===== src/hdl/unt_pkg.sv =====
// Shared types, constants and command/status codes for the unique name table.
`default_nettype none
package unt_pkg;
    localparam int ENTRIES_DEF = 8;
    localparam int NAME_W      = 152;
    localparam int SLOT_W      = 6;

    localparam logic [1:0] CMD_INSERT = 2'd0;
    localparam logic [1:0] CMD_LIST   = 2'd1;
    localparam logic [1:0] CMD_SORT   = 2'd2;
    localparam logic [1:0] CMD_DELETE = 2'd3;

    localparam logic [2:0] ST_INSERTED  = 3'd0;
    localparam logic [2:0] ST_DUPLICATE = 3'd1;
    localparam logic [2:0] ST_FULL      = 3'd2;
    localparam logic [2:0] ST_DELETED   = 3'd3;
    localparam logic [2:0] ST_NOT_FOUND = 3'd4;
    localparam logic [2:0] ST_SORT_CHG  = 3'd5;
    localparam logic [2:0] ST_SORT_SAME = 3'd6;
    localparam logic [2:0] ST_LIST      = 3'd7;

    // store write data select
    localparam logic [1:0] WS_KEY = 2'd0;
    localparam logic [1:0] WS_A   = 2'd1;
    localparam logic [1:0] WS_B   = 2'd2;

    typedef struct packed {
        logic [1:0] cmd;
        logic [63:0] key_word0;
        logic [63:0] key_word1;
        logic [23:0] key_word2;
    } t_cmd_item;

    typedef struct packed {
        logic [2:0]  status;
        logic        list_empty;
        logic [5:0]  slot;
        logic [63:0] out_word0;
        logic [63:0] out_word1;
        logic [23:0] out_word2;
        logic        last;
    } t_result;
endpackage
`default_nettype wire


===== src/hdl/unt_if.sv =====
// Valid/ready channel interfaces for commands and results.
`default_nettype none
interface unt_cmd_if import unt_pkg::*; ();
    logic      valid;
    logic      ready;
    t_cmd_item data;
    modport source (output valid, output data, input ready);
    modport sink   (input valid, input data, output ready);
endinterface

interface unt_res_if import unt_pkg::*; ();
    logic    valid;
    logic    ready;
    t_result data;
    modport source (output valid, output data, input ready);
    modport sink   (input valid, input data, output ready);
endinterface
`default_nettype wire


===== src/hdl/unt_ram.sv =====
// Generic single-port RAM with registered read.
`default_nettype none
module unt_ram #(
    parameter int WIDTH = 8,
    parameter int DEPTH = 8
) (
    input  wire logic                     i_clk,
    input  wire logic                     i_we,
    input  wire logic [$clog2(DEPTH)-1:0] i_addr,
    input  wire logic [WIDTH-1:0]         i_wdata,
    output logic [WIDTH-1:0]              o_rdata
);
    logic [WIDTH-1:0] r_mem [DEPTH];

    always_ff @(posedge i_clk) begin
        if (i_we) begin
            r_mem[i_addr] <= i_wdata;
        end
        o_rdata <= r_mem[i_addr];
    end
endmodule
`default_nettype wire


===== src/hdl/unt_datapath.sv =====
// Datapath: key and scratch registers, valid bits, name store RAM, comparators.
`default_nettype none
module unt_datapath import unt_pkg::*; #(
    parameter int ENTRIES = ENTRIES_DEF,
    parameter int IW      = $clog2(ENTRIES)
) (
    input  wire logic             i_clk,
    input  wire logic             i_rst_n,
    input  wire logic             i_load_key,
    input  wire t_cmd_item        i_item,
    input  wire logic [IW-1:0]    i_addr,
    input  wire logic             i_we,
    input  wire logic [1:0]       i_wsel,      // 0 key, 1 hold A, 2 hold B
    input  wire logic             i_cap_a,
    input  wire logic             i_cap_b,
    input  wire logic             i_set_valid,
    input  wire logic             i_clr_valid,
    input  wire logic [IW-1:0]    i_vaddr,
    output logic [NAME_W-1:0]     o_rdata,
    output logic [ENTRIES-1:0]    o_valid,
    output logic                  o_rd_eq_key,
    output logic                  o_a_gt_rd
);
    logic [NAME_W-1:0]  r_key;
    logic [NAME_W-1:0]  r_a;
    logic [NAME_W-1:0]  r_b;
    logic [ENTRIES-1:0] r_valid;
    logic [NAME_W-1:0]  n_wdata;

    always_ff @(posedge i_clk) begin
        if (i_load_key) begin
            r_key <= {i_item.key_word0, i_item.key_word1, i_item.key_word2};
        end
        if (i_cap_a) begin
            r_a <= o_rdata;
        end
        if (i_cap_b) begin
            r_b <= o_rdata;
        end
    end

    always_ff @(posedge i_clk) begin
        if (!i_rst_n) begin
            r_valid <= '0;
        end else if (i_set_valid) begin
            r_valid[i_vaddr] <= 1'b1;
        end else if (i_clr_valid) begin
            r_valid[i_vaddr] <= 1'b0;
        end
    end

    always_comb begin
        case (i_wsel)
            WS_KEY:  n_wdata = r_key;
            WS_A:    n_wdata = r_a;
            default: n_wdata = r_b;
        endcase
    end

    unt_ram #(.WIDTH(NAME_W), .DEPTH(ENTRIES)) u_store (
        .i_clk  (i_clk),
        .i_we   (i_we),
        .i_addr (i_addr),
        .i_wdata(n_wdata),
        .o_rdata(o_rdata)
    );

    assign o_valid     = r_valid;
    assign o_rd_eq_key = (o_rdata == r_key);
    assign o_a_gt_rd   = (r_a > o_rdata);
endmodule
`default_nettype wire


===== src/hdl/unt_ctrl.sv =====
// Controller: command sequencing, scans, exchange sort and result register.
`default_nettype none
module unt_ctrl import unt_pkg::*; #(
    parameter int ENTRIES = ENTRIES_DEF,
    parameter int IW      = $clog2(ENTRIES)
) (
    input  wire logic          i_clk,
    input  wire logic          i_rst_n,
    unt_cmd_if.sink            cmd,
    unt_res_if.source          res,
    output logic               o_load_key,
    output logic [IW-1:0]      o_addr,
    output logic               o_we,
    output logic [1:0]         o_wsel,
    output logic               o_cap_a,
    output logic               o_cap_b,
    output logic               o_set_valid,
    output logic               o_clr_valid,
    output logic [IW-1:0]      o_vaddr,
    input  wire logic [NAME_W-1:0]  i_rdata,
    input  wire logic [ENTRIES-1:0] i_valid,
    input  wire logic          i_rd_eq_key,
    input  wire logic          i_a_gt_rd
);
    localparam logic [3:0] S_IDLE   = 4'd0;
    localparam logic [3:0] S_SCAN   = 4'd1;  // insert duplicate / delete search
    localparam logic [3:0] S_CHK    = 4'd2;
    localparam logic [3:0] S_LRD    = 4'd3;  // list read
    localparam logic [3:0] S_LOUT   = 4'd4;
    localparam logic [3:0] S_PACK   = 4'd5;  // sort: compact valid entries
    localparam logic [3:0] S_PCHK   = 4'd6;
    localparam logic [3:0] S_IRD    = 4'd7;  // sort: read slot i into A
    localparam logic [3:0] S_JRD    = 4'd8;
    localparam logic [3:0] S_JCMP   = 4'd9;
    localparam logic [3:0] S_IWR    = 4'd10;
    localparam logic [3:0] S_CLR    = 4'd11; // sort: free slots past the packed entries
    localparam logic [3:0] S_RES    = 4'd12;
    localparam logic [3:0] S_WAIT   = 4'd13;

    localparam int CW = IW + 1;
    localparam logic [CW-1:0] NENT = CW'(ENTRIES);

    logic [3:0]    r_state, n_state;
    logic [1:0]    r_cmd, n_cmd;
    logic [CW-1:0] r_i, n_i;
    logic [CW-1:0] r_j, n_j;
    logic [CW-1:0] r_n, n_n;
    logic [IW-1:0] r_free, n_free;
    logic          r_hit, n_hit;
    logic          r_chg, n_chg;
    logic          r_any, n_any;
    logic          r_rv, n_rv;
    t_result       r_res, n_res;
    logic          r_ovalid, n_ovalid;

    logic          full;
    logic [IW-1:0] first_free;
    logic          later_valid;

    always_comb begin
        full = &i_valid;
        first_free = '0;
        for (int k = ENTRIES - 1; k >= 0; k--) begin
            if (!i_valid[k]) begin
                first_free = IW'(k);
            end
        end
        later_valid = 1'b0;
        for (int k = 0; k < ENTRIES; k++) begin
            if (CW'(k) > r_i && i_valid[k]) begin
                later_valid = 1'b1;
            end
        end
    end

    always_comb begin
        n_state = r_state; n_cmd = r_cmd; n_i = r_i; n_j = r_j; n_n = r_n;
        n_free = r_free; n_hit = r_hit; n_chg = r_chg; n_any = r_any;
        n_rv = r_rv; n_res = r_res; n_ovalid = r_ovalid;
        o_load_key = 1'b0; o_addr = r_i[IW-1:0]; o_we = 1'b0; o_wsel = WS_KEY;
        o_cap_a = 1'b0; o_cap_b = 1'b0; o_set_valid = 1'b0; o_clr_valid = 1'b0;
        o_vaddr = r_i[IW-1:0];
        cmd.ready = 1'b0;
        if (r_ovalid && res.ready) begin
            n_ovalid = 1'b0;
        end
        n_res.list_empty = r_res.list_empty;
        case (r_state)
            S_IDLE: begin
                cmd.ready = 1'b1;
                if (cmd.valid) begin
                    o_load_key = 1'b1;
                    n_cmd = cmd.data.cmd; n_i = '0; n_hit = 1'b0; n_any = 1'b0;
                    n_chg = 1'b0; n_n = '0; n_free = first_free;
                    n_res = '0; n_res.last = 1'b1;
                    case (cmd.data.cmd)
                        CMD_INSERT: begin
                            if (full) begin
                                n_res.status = ST_FULL;
                                n_state = S_WAIT; n_ovalid = 1'b1;
                            end else begin
                                n_state = S_SCAN;
                            end
                        end
                        CMD_DELETE: n_state = S_SCAN;
                        CMD_LIST:   n_state = S_LRD;
                        default:    n_state = S_PACK;
                    endcase
                end
            end
            S_SCAN: begin
                n_rv = i_valid[r_i[IW-1:0]];
                n_state = S_CHK;
            end
            S_CHK: begin
                o_addr = r_i[IW-1:0];
                if (r_rv && i_rd_eq_key) begin
                    if (r_cmd == CMD_DELETE) begin
                        o_clr_valid = 1'b1;
                        if (!r_hit) begin
                            n_res.slot = SLOT_W'(r_i);
                        end
                    end
                    n_hit = 1'b1;
                end
                if (r_i == NENT - 1'b1) begin
                    n_state = S_WAIT; n_ovalid = 1'b1;
                    if (r_cmd == CMD_INSERT) begin
                        if (r_hit || (r_rv && i_rd_eq_key)) begin
                            n_res.status = ST_DUPLICATE;
                        end else begin
                            o_we = 1'b1; o_addr = r_free; o_wsel = WS_KEY;
                            o_set_valid = 1'b1; o_vaddr = r_free;
                            n_res.status = ST_INSERTED;
                            n_res.slot = SLOT_W'(r_free);
                        end
                    end else begin
                        n_res.status = (r_hit || (r_rv && i_rd_eq_key)) ?
                                       ST_DELETED : ST_NOT_FOUND;
                    end
                end else begin
                    n_i = r_i + 1'b1; n_state = S_SCAN;
                end
            end
            S_LRD: begin
                if (r_i == NENT) begin
                    if (!r_any) begin
                        n_res = '0; n_res.status = ST_LIST; n_res.list_empty = 1'b1;
                        n_res.last = 1'b1; n_ovalid = 1'b1;
                    end
                    n_state = S_WAIT;
                end else if (i_valid[r_i[IW-1:0]]) begin
                    n_state = S_LOUT;
                end else begin
                    n_i = r_i + 1'b1;
                end
            end
            S_LOUT: begin
                if (!r_ovalid || res.ready) begin
                    n_res.status = ST_LIST; n_res.list_empty = 1'b0;
                    n_res.slot = SLOT_W'(r_i);
                    {n_res.out_word0, n_res.out_word1, n_res.out_word2} = i_rdata;
                    n_res.last = !later_valid;
                    n_ovalid = 1'b1; n_any = 1'b1;
                    n_i = r_i + 1'b1;
                    n_state = later_valid ? S_LRD : S_WAIT;
                end
            end
            S_PACK: begin
                // r_i source slot, r_n destination count
                if (r_i == NENT) begin
                    n_i = '0; n_j = CW'(1);
                    n_state = (r_n > CW'(1)) ? S_IRD : S_CLR;
                    if (r_n <= CW'(1)) begin
                        n_i = r_n;
                    end
                end else if (i_valid[r_i[IW-1:0]]) begin
                    n_state = S_PCHK;
                end else begin
                    n_i = r_i + 1'b1;
                end
            end
            S_PCHK: begin
                o_cap_a = 1'b1;
                n_state = S_IWR;
                n_j = r_i;
            end
            S_IWR: begin
                if (r_j == NENT) begin
                    // end of sort pass on slot r_i: write A back
                    o_we = 1'b1; o_addr = r_i[IW-1:0]; o_wsel = WS_A;
                    if (r_i + CW'(2) >= r_n) begin
                        n_i = r_n; n_state = S_CLR;
                    end else begin
                        n_i = r_i + 1'b1; n_state = S_IRD;
                    end
                end else begin
                    // packing move of slot r_j to slot r_n
                    o_we = 1'b1; o_addr = r_n[IW-1:0]; o_wsel = WS_A;
                    o_set_valid = 1'b1; o_vaddr = r_n[IW-1:0];
                    if (r_j != r_n) begin
                        n_chg = 1'b1;
                    end
                    n_n = r_n + 1'b1;
                    n_i = r_j + 1'b1;
                    n_state = S_PACK;
                end
            end
            S_IRD: begin
                o_addr = r_i[IW-1:0];
                n_j = r_i + 1'b1;
                n_state = S_JRD;
            end
            S_JRD: begin
                o_cap_a = (r_j == r_i + 1'b1);
                o_addr = r_j[IW-1:0];
                n_state = S_JCMP;
            end
            S_JCMP: begin
                o_addr = r_j[IW-1:0];
                if (i_a_gt_rd) begin
                    o_cap_b = 1'b1;
                    o_we = 1'b1; o_wsel = WS_A;
                    n_chg = 1'b1;
                    n_state = S_JRD;
                    n_rv = 1'b1;
                end else begin
                    n_rv = 1'b0;
                end
                if (!i_a_gt_rd) begin
                    if (r_j + 1'b1 == r_n) begin
                        n_j = NENT; n_state = S_IWR;
                    end else begin
                        n_j = r_j + 1'b1; n_state = S_JRD;
                    end
                end else begin
                    n_state = S_RES;
                end
            end
            S_RES: begin
                // swapped: A takes the smaller name, old slot j still on the read port
                o_wsel = WS_B;
                o_cap_a = 1'b1;
                if (r_j + 1'b1 == r_n) begin
                    n_j = NENT; n_state = S_IWR;
                end else begin
                    n_j = r_j + 1'b1; n_state = S_JRD;
                end
            end
            S_CLR: begin
                if (r_i == NENT) begin
                    n_res.status = r_chg ? ST_SORT_CHG : ST_SORT_SAME;
                    n_ovalid = 1'b1; n_state = S_WAIT;
                end else begin
                    o_we = 1'b1; o_addr = r_i[IW-1:0]; o_wsel = WS_B;
                    if (i_valid[r_i[IW-1:0]]) begin
                        n_chg = 1'b1;
                    end
                    o_clr_valid = 1'b1; o_vaddr = r_i[IW-1:0];
                    n_i = r_i + 1'b1;
                end
            end
            S_WAIT: begin
                if (!r_ovalid || res.ready) begin
                    n_state = S_IDLE;
                end
            end
            default: n_state = S_IDLE;
        endcase
    end

    always_ff @(posedge i_clk) begin
        if (!i_rst_n) begin
            r_state <= S_IDLE; r_ovalid <= 1'b0;
        end else begin
            r_state <= n_state; r_ovalid <= n_ovalid;
        end
        r_cmd <= n_cmd; r_i <= n_i; r_j <= n_j; r_n <= n_n; r_free <= n_free;
        r_hit <= n_hit; r_chg <= n_chg; r_any <= n_any; r_rv <= n_rv;
        r_res <= n_res;
    end

    assign res.valid = r_ovalid;
    assign res.data  = r_res;

    a_idle_only: assert property (@(posedge i_clk) disable iff (!i_rst_n)
        cmd.ready |-> r_state == S_IDLE) else $error("command taken while busy");
    a_no_drop: assert property (@(posedge i_clk) disable iff (!i_rst_n)
        (r_ovalid && !res.ready) |=> r_ovalid) else $error("result dropped");
    a_one_we: assert property (@(posedge i_clk) disable iff (!i_rst_n)
        !(o_set_valid && o_clr_valid)) else $error("valid set and cleared");
endmodule
`default_nettype wire


===== src/hdl/unique_name_table.sv =====
// Top level of the unique name table.
//   channel   dir  handshake     payload
//   cmd       in   valid/ready   cmd, key_word0..2
//   res       out  valid/ready   status, list_empty, slot, out_word0..2, last
// One command at a time; insert (unless the table is full) and delete scan every slot
// through S_SCAN and S_CHK. List reads each slot and returns the valid ones; sort packs
// and then runs an exchange sort over the single RAM port.
// Synchronous active-low reset empties the table; store contents stay unset.
// A stalled result holds the controller until it is taken.
`default_nettype none
module unique_name_table import unt_pkg::*; #(
    parameter int ENTRIES = ENTRIES_DEF
) (
    input  wire logic i_clk,
    input  wire logic i_rst_n,
    unt_cmd_if.sink   cmd,
    unt_res_if.source res
);
    localparam int IW = $clog2(ENTRIES);

    logic              load_key, we, cap_a, cap_b, set_v, clr_v, eq, gt;
    logic [IW-1:0]     addr, vaddr;
    logic [1:0]        wsel;
    logic [NAME_W-1:0] rdata;
    logic [ENTRIES-1:0] valid;

    unt_ctrl #(.ENTRIES(ENTRIES), .IW(IW)) u_ctrl (
        .i_clk(i_clk), .i_rst_n(i_rst_n), .cmd(cmd), .res(res),
        .o_load_key(load_key), .o_addr(addr), .o_we(we), .o_wsel(wsel),
        .o_cap_a(cap_a), .o_cap_b(cap_b), .o_set_valid(set_v),
        .o_clr_valid(clr_v), .o_vaddr(vaddr), .i_rdata(rdata),
        .i_valid(valid), .i_rd_eq_key(eq), .i_a_gt_rd(gt)
    );

    unt_datapath #(.ENTRIES(ENTRIES), .IW(IW)) u_dp (
        .i_clk(i_clk), .i_rst_n(i_rst_n), .i_load_key(load_key), .i_item(cmd.data),
        .i_addr(addr), .i_we(we), .i_wsel(wsel), .i_cap_a(cap_a),
        .i_cap_b(cap_b), .i_set_valid(set_v), .i_clr_valid(clr_v),
        .i_vaddr(vaddr), .o_rdata(rdata), .o_valid(valid),
        .o_rd_eq_key(eq), .o_a_gt_rd(gt)
    );
endmodule
`default_nettype wire


===== src/flat_wrapper.sv =====
// flat-port wrapper written by rule: the top's interface ports become plain ports
module unique_name_table_flat import unt_pkg::*;
#(
    parameter int ENTRIES = ENTRIES_DEF
)
  (i_clk, i_rst_n, cmd_valid, cmd_data, cmd_ready, res_valid, res_data, res_ready);
  unt_cmd_if cmd_i ();
  unt_res_if res_i ();
  input  wire logic i_clk;
  input  wire logic i_rst_n;
  input wire logic [$bits(cmd_i.valid)-1:0] cmd_valid;
  input wire logic [$bits(cmd_i.data)-1:0] cmd_data;
  output wire logic [$bits(cmd_i.ready)-1:0] cmd_ready;
  output wire logic [$bits(res_i.valid)-1:0] res_valid;
  output wire logic [$bits(res_i.data)-1:0] res_data;
  input wire logic [$bits(res_i.ready)-1:0] res_ready;
  assign cmd_i.valid = cmd_valid;
  assign cmd_i.data = cmd_data;
  assign cmd_ready = cmd_i.ready;
  assign res_valid = res_i.valid;
  assign res_data = res_i.data;
  assign res_i.ready = res_ready;
  unique_name_table #(.ENTRIES(ENTRIES)) u_core (.i_clk(i_clk), .i_rst_n(i_rst_n), .cmd(cmd_i), .res(res_i));
endmodule

===== config.mk =====
export PLATFORM = sky130hd
export DESIGN_NAME = unique_name_table_flat
export DESIGN_NICKNAME = d
export VERILOG_FILES = /design/src/hdl/unt_pkg.sv /design/src/hdl/unt_if.sv /design/src/hdl/unt_ram.sv /design/src/hdl/unt_datapath.sv /design/src/hdl/unt_ctrl.sv /design/src/hdl/unique_name_table.sv /design/src/flat_wrapper.sv
export SDC_FILE = /design/constraint.sdc
export NUM_CORES = 2
export LEC_CHECK = 0
export BUFFER_PORTS_ARGS = -buffer_cell sky130_fd_sc_hd__buf_2
export CAP_MARGIN = 20
export CORE_MARGIN = 2
export CORE_UTILIZATION = 50
export CTS_BUF_LIST = sky130_fd_sc_hd__clkbuf_4 sky130_fd_sc_hd__clkbuf_8
export DETAILED_ROUTE_END_ITERATION = 7
export MAX_ROUTING_LAYER = met4
export PLACE_DENSITY_LB_ADDON = 0.08
export SLEW_MARGIN = 10
export SYNTH_ARGS = -nofsm -noshare
export SYNTH_HDL_FRONTEND = slang
export SYNTH_SLANG_ARGS = --single-unit
export TNS_END_PERCENT = 5

===== constraint.sdc =====
create_clock -name i_clk -period 28.4 [get_ports i_clk]
set_input_delay 2.84 -clock i_clk [delete_from_list [all_inputs] [get_ports i_clk]]
set_output_delay 2.84 -clock i_clk [all_outputs]
set_load 0.02 [all_outputs]

# Yosys cells after proc, flatten, opt, wreduce, memory -nomap -nowiden
# Memories as Yosys holds them, arrays and structs flattened. A register that Yosys moved wholly into a read port is not among the register bits.
# Index checks and enable logic that the tools add are counted.
# Widths: inputs -> output; s select.
# word_totals
ff_bits	653
ramBits	1216
inputBits	158
wordCells	264
n_memories	1
# classes
add_sub_neg	4
n_lt_le_gt_ge	15
eq_ne	43
n_mux	128
bitwise_logic	3
n_reduce_logical	46
# mem_list
name	depth	width	rd	rd_ports_with_merged_regs	wr	line_no	text
u_core.u_dp.u_store.r_mem	8	152	1	1	1	unt_ram.sv:13	logic [WIDTH-1:0] r_mem [DEPTH];
# ops
op	count
$mux 163	4
$pmux 153 s3	1
$pmux 152 s2	1
$eq 152x152->1	1
$gt 152x152->1	1
$mux 4	29
$pmux 4 s14	1
$mux 1	44
$mux 3	12
$mux 6	6
$ne 2x2->1 const B	17
$eq 4x4->1 const B	8
$pmux 4 s7	1
$pmux 6 s4	1
$eq 4x3->1 const B	5
$pmux 4 s5	1
$gt 3x4->1 const A	4
$mux 8	2
$pmux 3 s5	1
$mux 2	7
$reduce_and 7->1	2
$add 4x1->4 const B	3
$pmux 1 s2	6
$pmux 4 s3	1
44 further kinds	80

# Longest topological paths before layout
# logic_depth
word_depth	15
depth_mapped	15
mapped_depth_nobuf	12

# Hierarchy
# Synthesis repeated with hierarchy kept, for this count alone.
# unflattened
cells_unflattened	4839
area_unflattened_um2	80566.0
# modules_own_cells
module	n_inst	cells_per_inst	area_per_inst_um2	seq_area_each_um2
unt_ram	1	2398	49142.1	39557.9
unt_datapath	1	1742	22639.2	13853.3
unt_ctrl	1	699	8784.7	5625.4

# Least setup slack after synthesis
# No wires, ideal clock.
# synth_timing
kind	register to register
from	register u_core.u_dp.r_key[88]
to	memory u_core.u_dp.u_store.r_mem[2][0] (netlist bit) (enable)
setup_time_ns	1.037
arrival_ns	17.462
t_required_ns	27.363
slack_ns	9.901
stages_incl_launch_ff	12
synth_period_minus_slack_ns	18.499
cell_sequence	edfxtp_1 a22o_1 or4_1 or4_4 nor4_4 a211oi_2 a22o_1 a211o_1 buf_4 buf_6 buf_6 nor4_1
# synth_between
elab_chain_cells	9
# synth_lines
item	line_no	text
start, declared	unt_datapath.sv:24	logic [NAME_W-1:0] r_key;
start signal, assigned	unt_datapath.sv:32	r_key <= {i_item.key_word0, i_item.key_word1, i_item.key_word2};
$eq 152x152->1 *	unt_datapath.sv:69	assign o_rd_eq_key = (o_rdata == r_key);
$logic_and 1x1->1 *	unt_ctrl.sv:129	if (r_hit || (r_rv && i_rd_eq_key)) begin
$logic_or 1x1->1 *	unt_ctrl.sv:129	
$mux 1	unt_ctrl.sv:129	
$mux 1	unt_ctrl.sv:128	if (r_cmd == CMD_INSERT) begin
$mux 1	unt_ctrl.sv:126	if (r_i == NENT - 1'b1) begin
$pmux 1 s4	unt_ctrl.sv:88	case (r_state)
$mux 1	unt_ram.sv:16	if (i_we) begin
$mux 1 (not written as such)	unt_ram.sv:17	r_mem[i_addr] <= i_wdata;
end, declared	unt_ram.sv:13	
# Every way passes the cells marked *; elsewhere a longest branch is shown, timed or not.

# Worst setup path in the final report
# layout_timing
from	register u_core.u_dp.u_store.o_rdata[126] (read register of u_core.u_dp.u_store.r_mem)
to	memory u_core.u_dp.u_store.r_mem[2][58] (netlist bit) (enable)
# layout_between
elab_chain_cells	9
# layout_lines
item	line_no	text
start, declared	unt_ram.sv:11	output logic [WIDTH-1:0] o_rdata
branches (longest 9 deep; another with $gt 152x152->1)	-	
# Several ways; the timed one is not identified.

==> flow_metrics.env <==
export IMPL_fin_worst_hold_slack_ns=0.447
export IMPL_grt_max_degree=131
export IMPL_hpwlAfterDp_um=145000
export IMPL_crit_path_top_delay_cell="sky130_fd_sc_hd__xnor2_1"
export IMPL_cp_max_fo=57
export IMPL_cts_resized_gates=0
export IMPL_max_vdd_ir_drop_v=0.000161
export IMPL_drt_pre_antenna_iters=8
export IMPL_synth_area_leaders="sky130_fd_sc_hd__edfxtp_1 (70%), sky130_fd_sc_hd__mux4_2 (8.1%), sky130_fd_sc_hd__dfxtp_1 (4.1%)"
export IMPL_synth_net_count=4647
export IMPL_worst_ep_arrival_time_ns=8.25
export IMPL_numClockSinks=2021
export IMPL_areaGrowthSynthToFinish_pct=13.6
export IMPL_post_synth_cell_area_avg_um2=18.5
export IMPL_ff_latch_area_mm2=0.0590
export IMPL_grt_overflow=0
export IMPL_n_fill_cell=12240
export IMPL_dpl_cell_area_mm2=0.0841
export IMPL_finalNonFillerCells=7212
export IMPL_finClkSkew_ns=0.0831
export IMPL_power_density_cell_area_mw_per_mm2=118
export IMPL_viasPerCell=6.12
export IMPL_fin_crit_sh_pct=26.9
export IMPL_ys_warn_count=0
export IMPL_ys_dominant_reg_cell="sky130_fd_sc_hd__edfxtp_1"
export IMPL_cp_common_cell="sky130_fd_sc_hd__buf_4"
export IMPL_cap_violations=0
export IMPL_multiInputGateArea_mm2=0.0196
export IMPL_synth_top_cell_area_share_pct=69.7
export IMPL_cts_clk_slew_worst_paths_ns=0.06
export IMPL_slew_headroom_pct=14.7
export IMPL_synth_async_sr_flop_share_pct=0
export IMPL_critical_path_class="reg2reg"
export IMPL_hold_path_class="reg2reg"
export IMPL_starting_density_pct=50.4
export IMPL_worstSetupEndpointType="register"
export IMPL_outcome="completed"
export IMPL_setup_tns_final_ns=0
export IMPL_clkLatencyLatePin_ns=1.05
export IMPL_yosys_register_bits=2021
export IMPL_ioPinCount=323
export IMPL_cp_required_ns=29.02
export IMPL_worst_slew_pin_transition_ns=1.28
export IMPL_grt_util_all_layers_pct=29.5
export IMPL_synth_edff_count=1856
export IMPL_placeableCoreArea_mm2=0.159
export IMPL_finalMaxSlewViolations=0
export IMPL_tritoncts="yes"
export IMPL_htree_levels=5
export IMPL_fraction_of_final_layout_cells_with_drive_strength_greater_than_1_pct=27.5
export IMPL_post_route_drc_count=0
export IMPL_first_global_vias=43620
export IMPL_detailroute_via_count=44121
export IMPL_antenna_found_initial=17
export IMPL_tritoncts_num_buffers=343
export IMPL_ant_nets=0
export IMPL_synth_top_cells_by_count="sky130_fd_sc_hd__edfxtp_1 (1856), sky130_fd_sc_hd__mux4_2 (286), sky130_fd_sc_hd__nor2_1 (199), sky130_fd_sc_hd__inv_1 (171), sky130_fd_sc_hd__ha_1 (167)"
export IMPL_timing_hold_violations_final=0
export IMPL_post_syn_instances=4322
export IMPL_timing_final_crit_period_ns=7.64
export IMPL_achievable_frequency_mhz=131
export IMPL_crit_path_start_kind="register"
export IMPL_wire_length_of_the_first_global_routing_pass_um=328000
export IMPL_post_cts_buffers=0
export IMPL_final_core_util_pct=57.3
export IMPL_power_leakage_nw=31.8
export IMPL_finish_net_count=5200
export IMPL_numPlacedInstances=6601
export IMPL_clock_path_buffers=4
export IMPL_placement_rows=146
export IMPL_yosysTopAreaCell="sky130_fd_sc_hd__edfxtp_1"
export IMPL_ctsHoldBuffers=0
export IMPL_drt_total_wl_um=234000
export IMPL_worstPathCellList="xnor2_1, nand4_1, or4_1, or4_4, nor4_4, a211oi_2, a22o_1, a211o_4, nor4_2, buf_4, buf_4, buf_4"
export IMPL_drt_initial_drc_count=5573
export IMPL_port_buffer_count=322
export IMPL_most_common_cell_in_the_netlist="sky130_fd_sc_hd__edfxtp_1"
export IMPL_mappedNetlistArea_mm2=0.0800
export IMPL_worst_path_largest_cell_delay_ns=0.83
export IMPL_report_final_setup_viol=0
export IMPL_synth_seq_area_share_pct=73.8
export IMPL_chipHeight_um=404
export IMPL_wl_per_cell_um=32.4
export IMPL_grt_setup_unrepaired="false"
export IMPL_die_w_um=404
export IMPL_die_area_mm2=0.163
export IMPL_clock_tree_root_cell="sky130_fd_sc_hd__clkbuf_8"
export IMPL_gp_congestion=0.998
export IMPL_stdcell_area_mm2=0.0908
export IMPL_post_synth_num_cell_types=79
-- path summary, 6_finish.rpt --
path	startpoint	endpoint	slack, ns	cells after the start
worst max-delay path	u_core.u_dp.u_store.o_rdata[126]	u_core.u_dp.u_store.r_mem[2][58]	20.76	12
worst min-delay path	u_core.u_dp.u_store.o_rdata[106]	u_core.u_dp.r_b[106]	0.45	0
worst max register to register	u_core.u_dp.u_store.o_rdata[126]	u_core.u_dp.u_store.r_mem[2][58]	20.76	12
worst min register to register	u_core.u_dp.u_store.o_rdata[106]	u_core.u_dp.r_b[106]	0.45	0
-- power breakdown --
group          internal (mW)  switching (mW)  total, mW
clock network           1.44            1.14       2.58
logic                   1.51            2.26       3.76
registers               4.00           0.358       4.36
-- metal layers --
layer  up-vias  GRT usage, %  part of all wire [%]
met5         -             -                     0
met1     23143          40.9                    42
li1      18442             -                     -
met2      2130          43.8                    46
met4         0          10.3                   3.5
met3       406          5.87                   8.1
-- cells in the final DEF, fill, tap and decap left out, types with 18 or more instances in the layout --
cell type and n:
sky130_fd_sc_hd__buf_4 44, sky130_fd_sc_hd__a221o_1 153, sky130_fd_sc_hd__nor3_1 18, sky130_fd_sc_hd__xor2_1 35, sky130_fd_sc_hd__nand2b_1 114, sky130_fd_sc_hd__clkinv_2 22, sky130_fd_sc_hd__dfxtp_1 165, sky130_fd_sc_hd__edfxtp_1 1856
sky130_fd_sc_hd__mux4_2 286, sky130_fd_sc_hd__mux4_1 20, sky130_fd_sc_hd__nor2_1 198, sky130_fd_sc_hd__and2_1 157, sky130_fd_sc_hd__nand4_1 91, sky130_fd_sc_hd__ha_1 167, sky130_fd_sc_hd__xnor2_1 70, sky130_fd_sc_hd__clkbuf_4 146
sky130_fd_sc_hd__nor4_1 31, sky130_fd_sc_hd__a21oi_1 65, sky130_fd_sc_hd__o21ai_0 50, sky130_fd_sc_hd__clkbuf_8 377, sky130_fd_sc_hd__clkinv_1 49, sky130_fd_sc_hd__buf_2 322, sky130_fd_sc_hd__nand3_1 21, sky130_fd_sc_hd__mux2_2 152
sky130_fd_sc_hd__nand2_1 78, sky130_fd_sc_hd__a21o_1 57, sky130_fd_sc_hd__inv_1 170
-- cell families after synthesis --
| kind of cell | Yosys count | synth area share, % |
|---|---|---|
| muxes | 469 | 11.0 |
| buffers and inverters | 348 | 1.93 |
| DFF | 2021 | 73.8 |
| adders and majority gates | 167 | 2.61 |
| xor gates and xnor gates | 105 | 1.15 |
| and+or+nand+nor | 775 | 5.19 |
| AOI/OAI and AO/OA | 437 | 4.31 |
-- state kept, by name, summed over array words and instances, names as in the netlist, 152 cells and up, named ones only --
signal and count:
u_core.u_dp.u_store.o_rdata 152, u_core.u_dp.r_key 152, u_core.u_dp.u_store.r_mem 1216, u_core.u_dp.r_b 152, u_core.u_ctrl.res.data 163, u_core.u_dp.r_a 152
-- cell type report --
| cell class | instances | area share [%] |
|---|---|---|
| tap | 2072 | 2.85 |
| sequential | 2021 | 65.0 |
| clock buffer | 523 | 6.92 |
| clock inverter | 81 | 0.511 |
| multi-input combinational | 1953 | 21.5 |
| inverter | 176 | 0.736 |
| timing repair buffer | 380 | 2.45 |
| antenna | 6 | 0.0165 |
-- stage by stage --
stage	setup WS (ns)	power (mW)
4_1_cts	20.69	10.8
5_1_grt	20.49	11.1
2_1_floorplan	9.90	6.89
3_3_place_gp	20.85	8.16
3_5_place_dp	20.75	8.17
6_report	20.76	10.7
-- critical path, delay by kind of cell (launching register included) --
kind                      cells  cell delay [ns]
AOI/OAI and AO/OA             3             1.30
and+or+nand+nor               5             2.41
DFF                           1             0.40
buffers and inverters         3             2.06
xor gates and xnor gates      1             0.83
(Power assumes the default switching activity.)
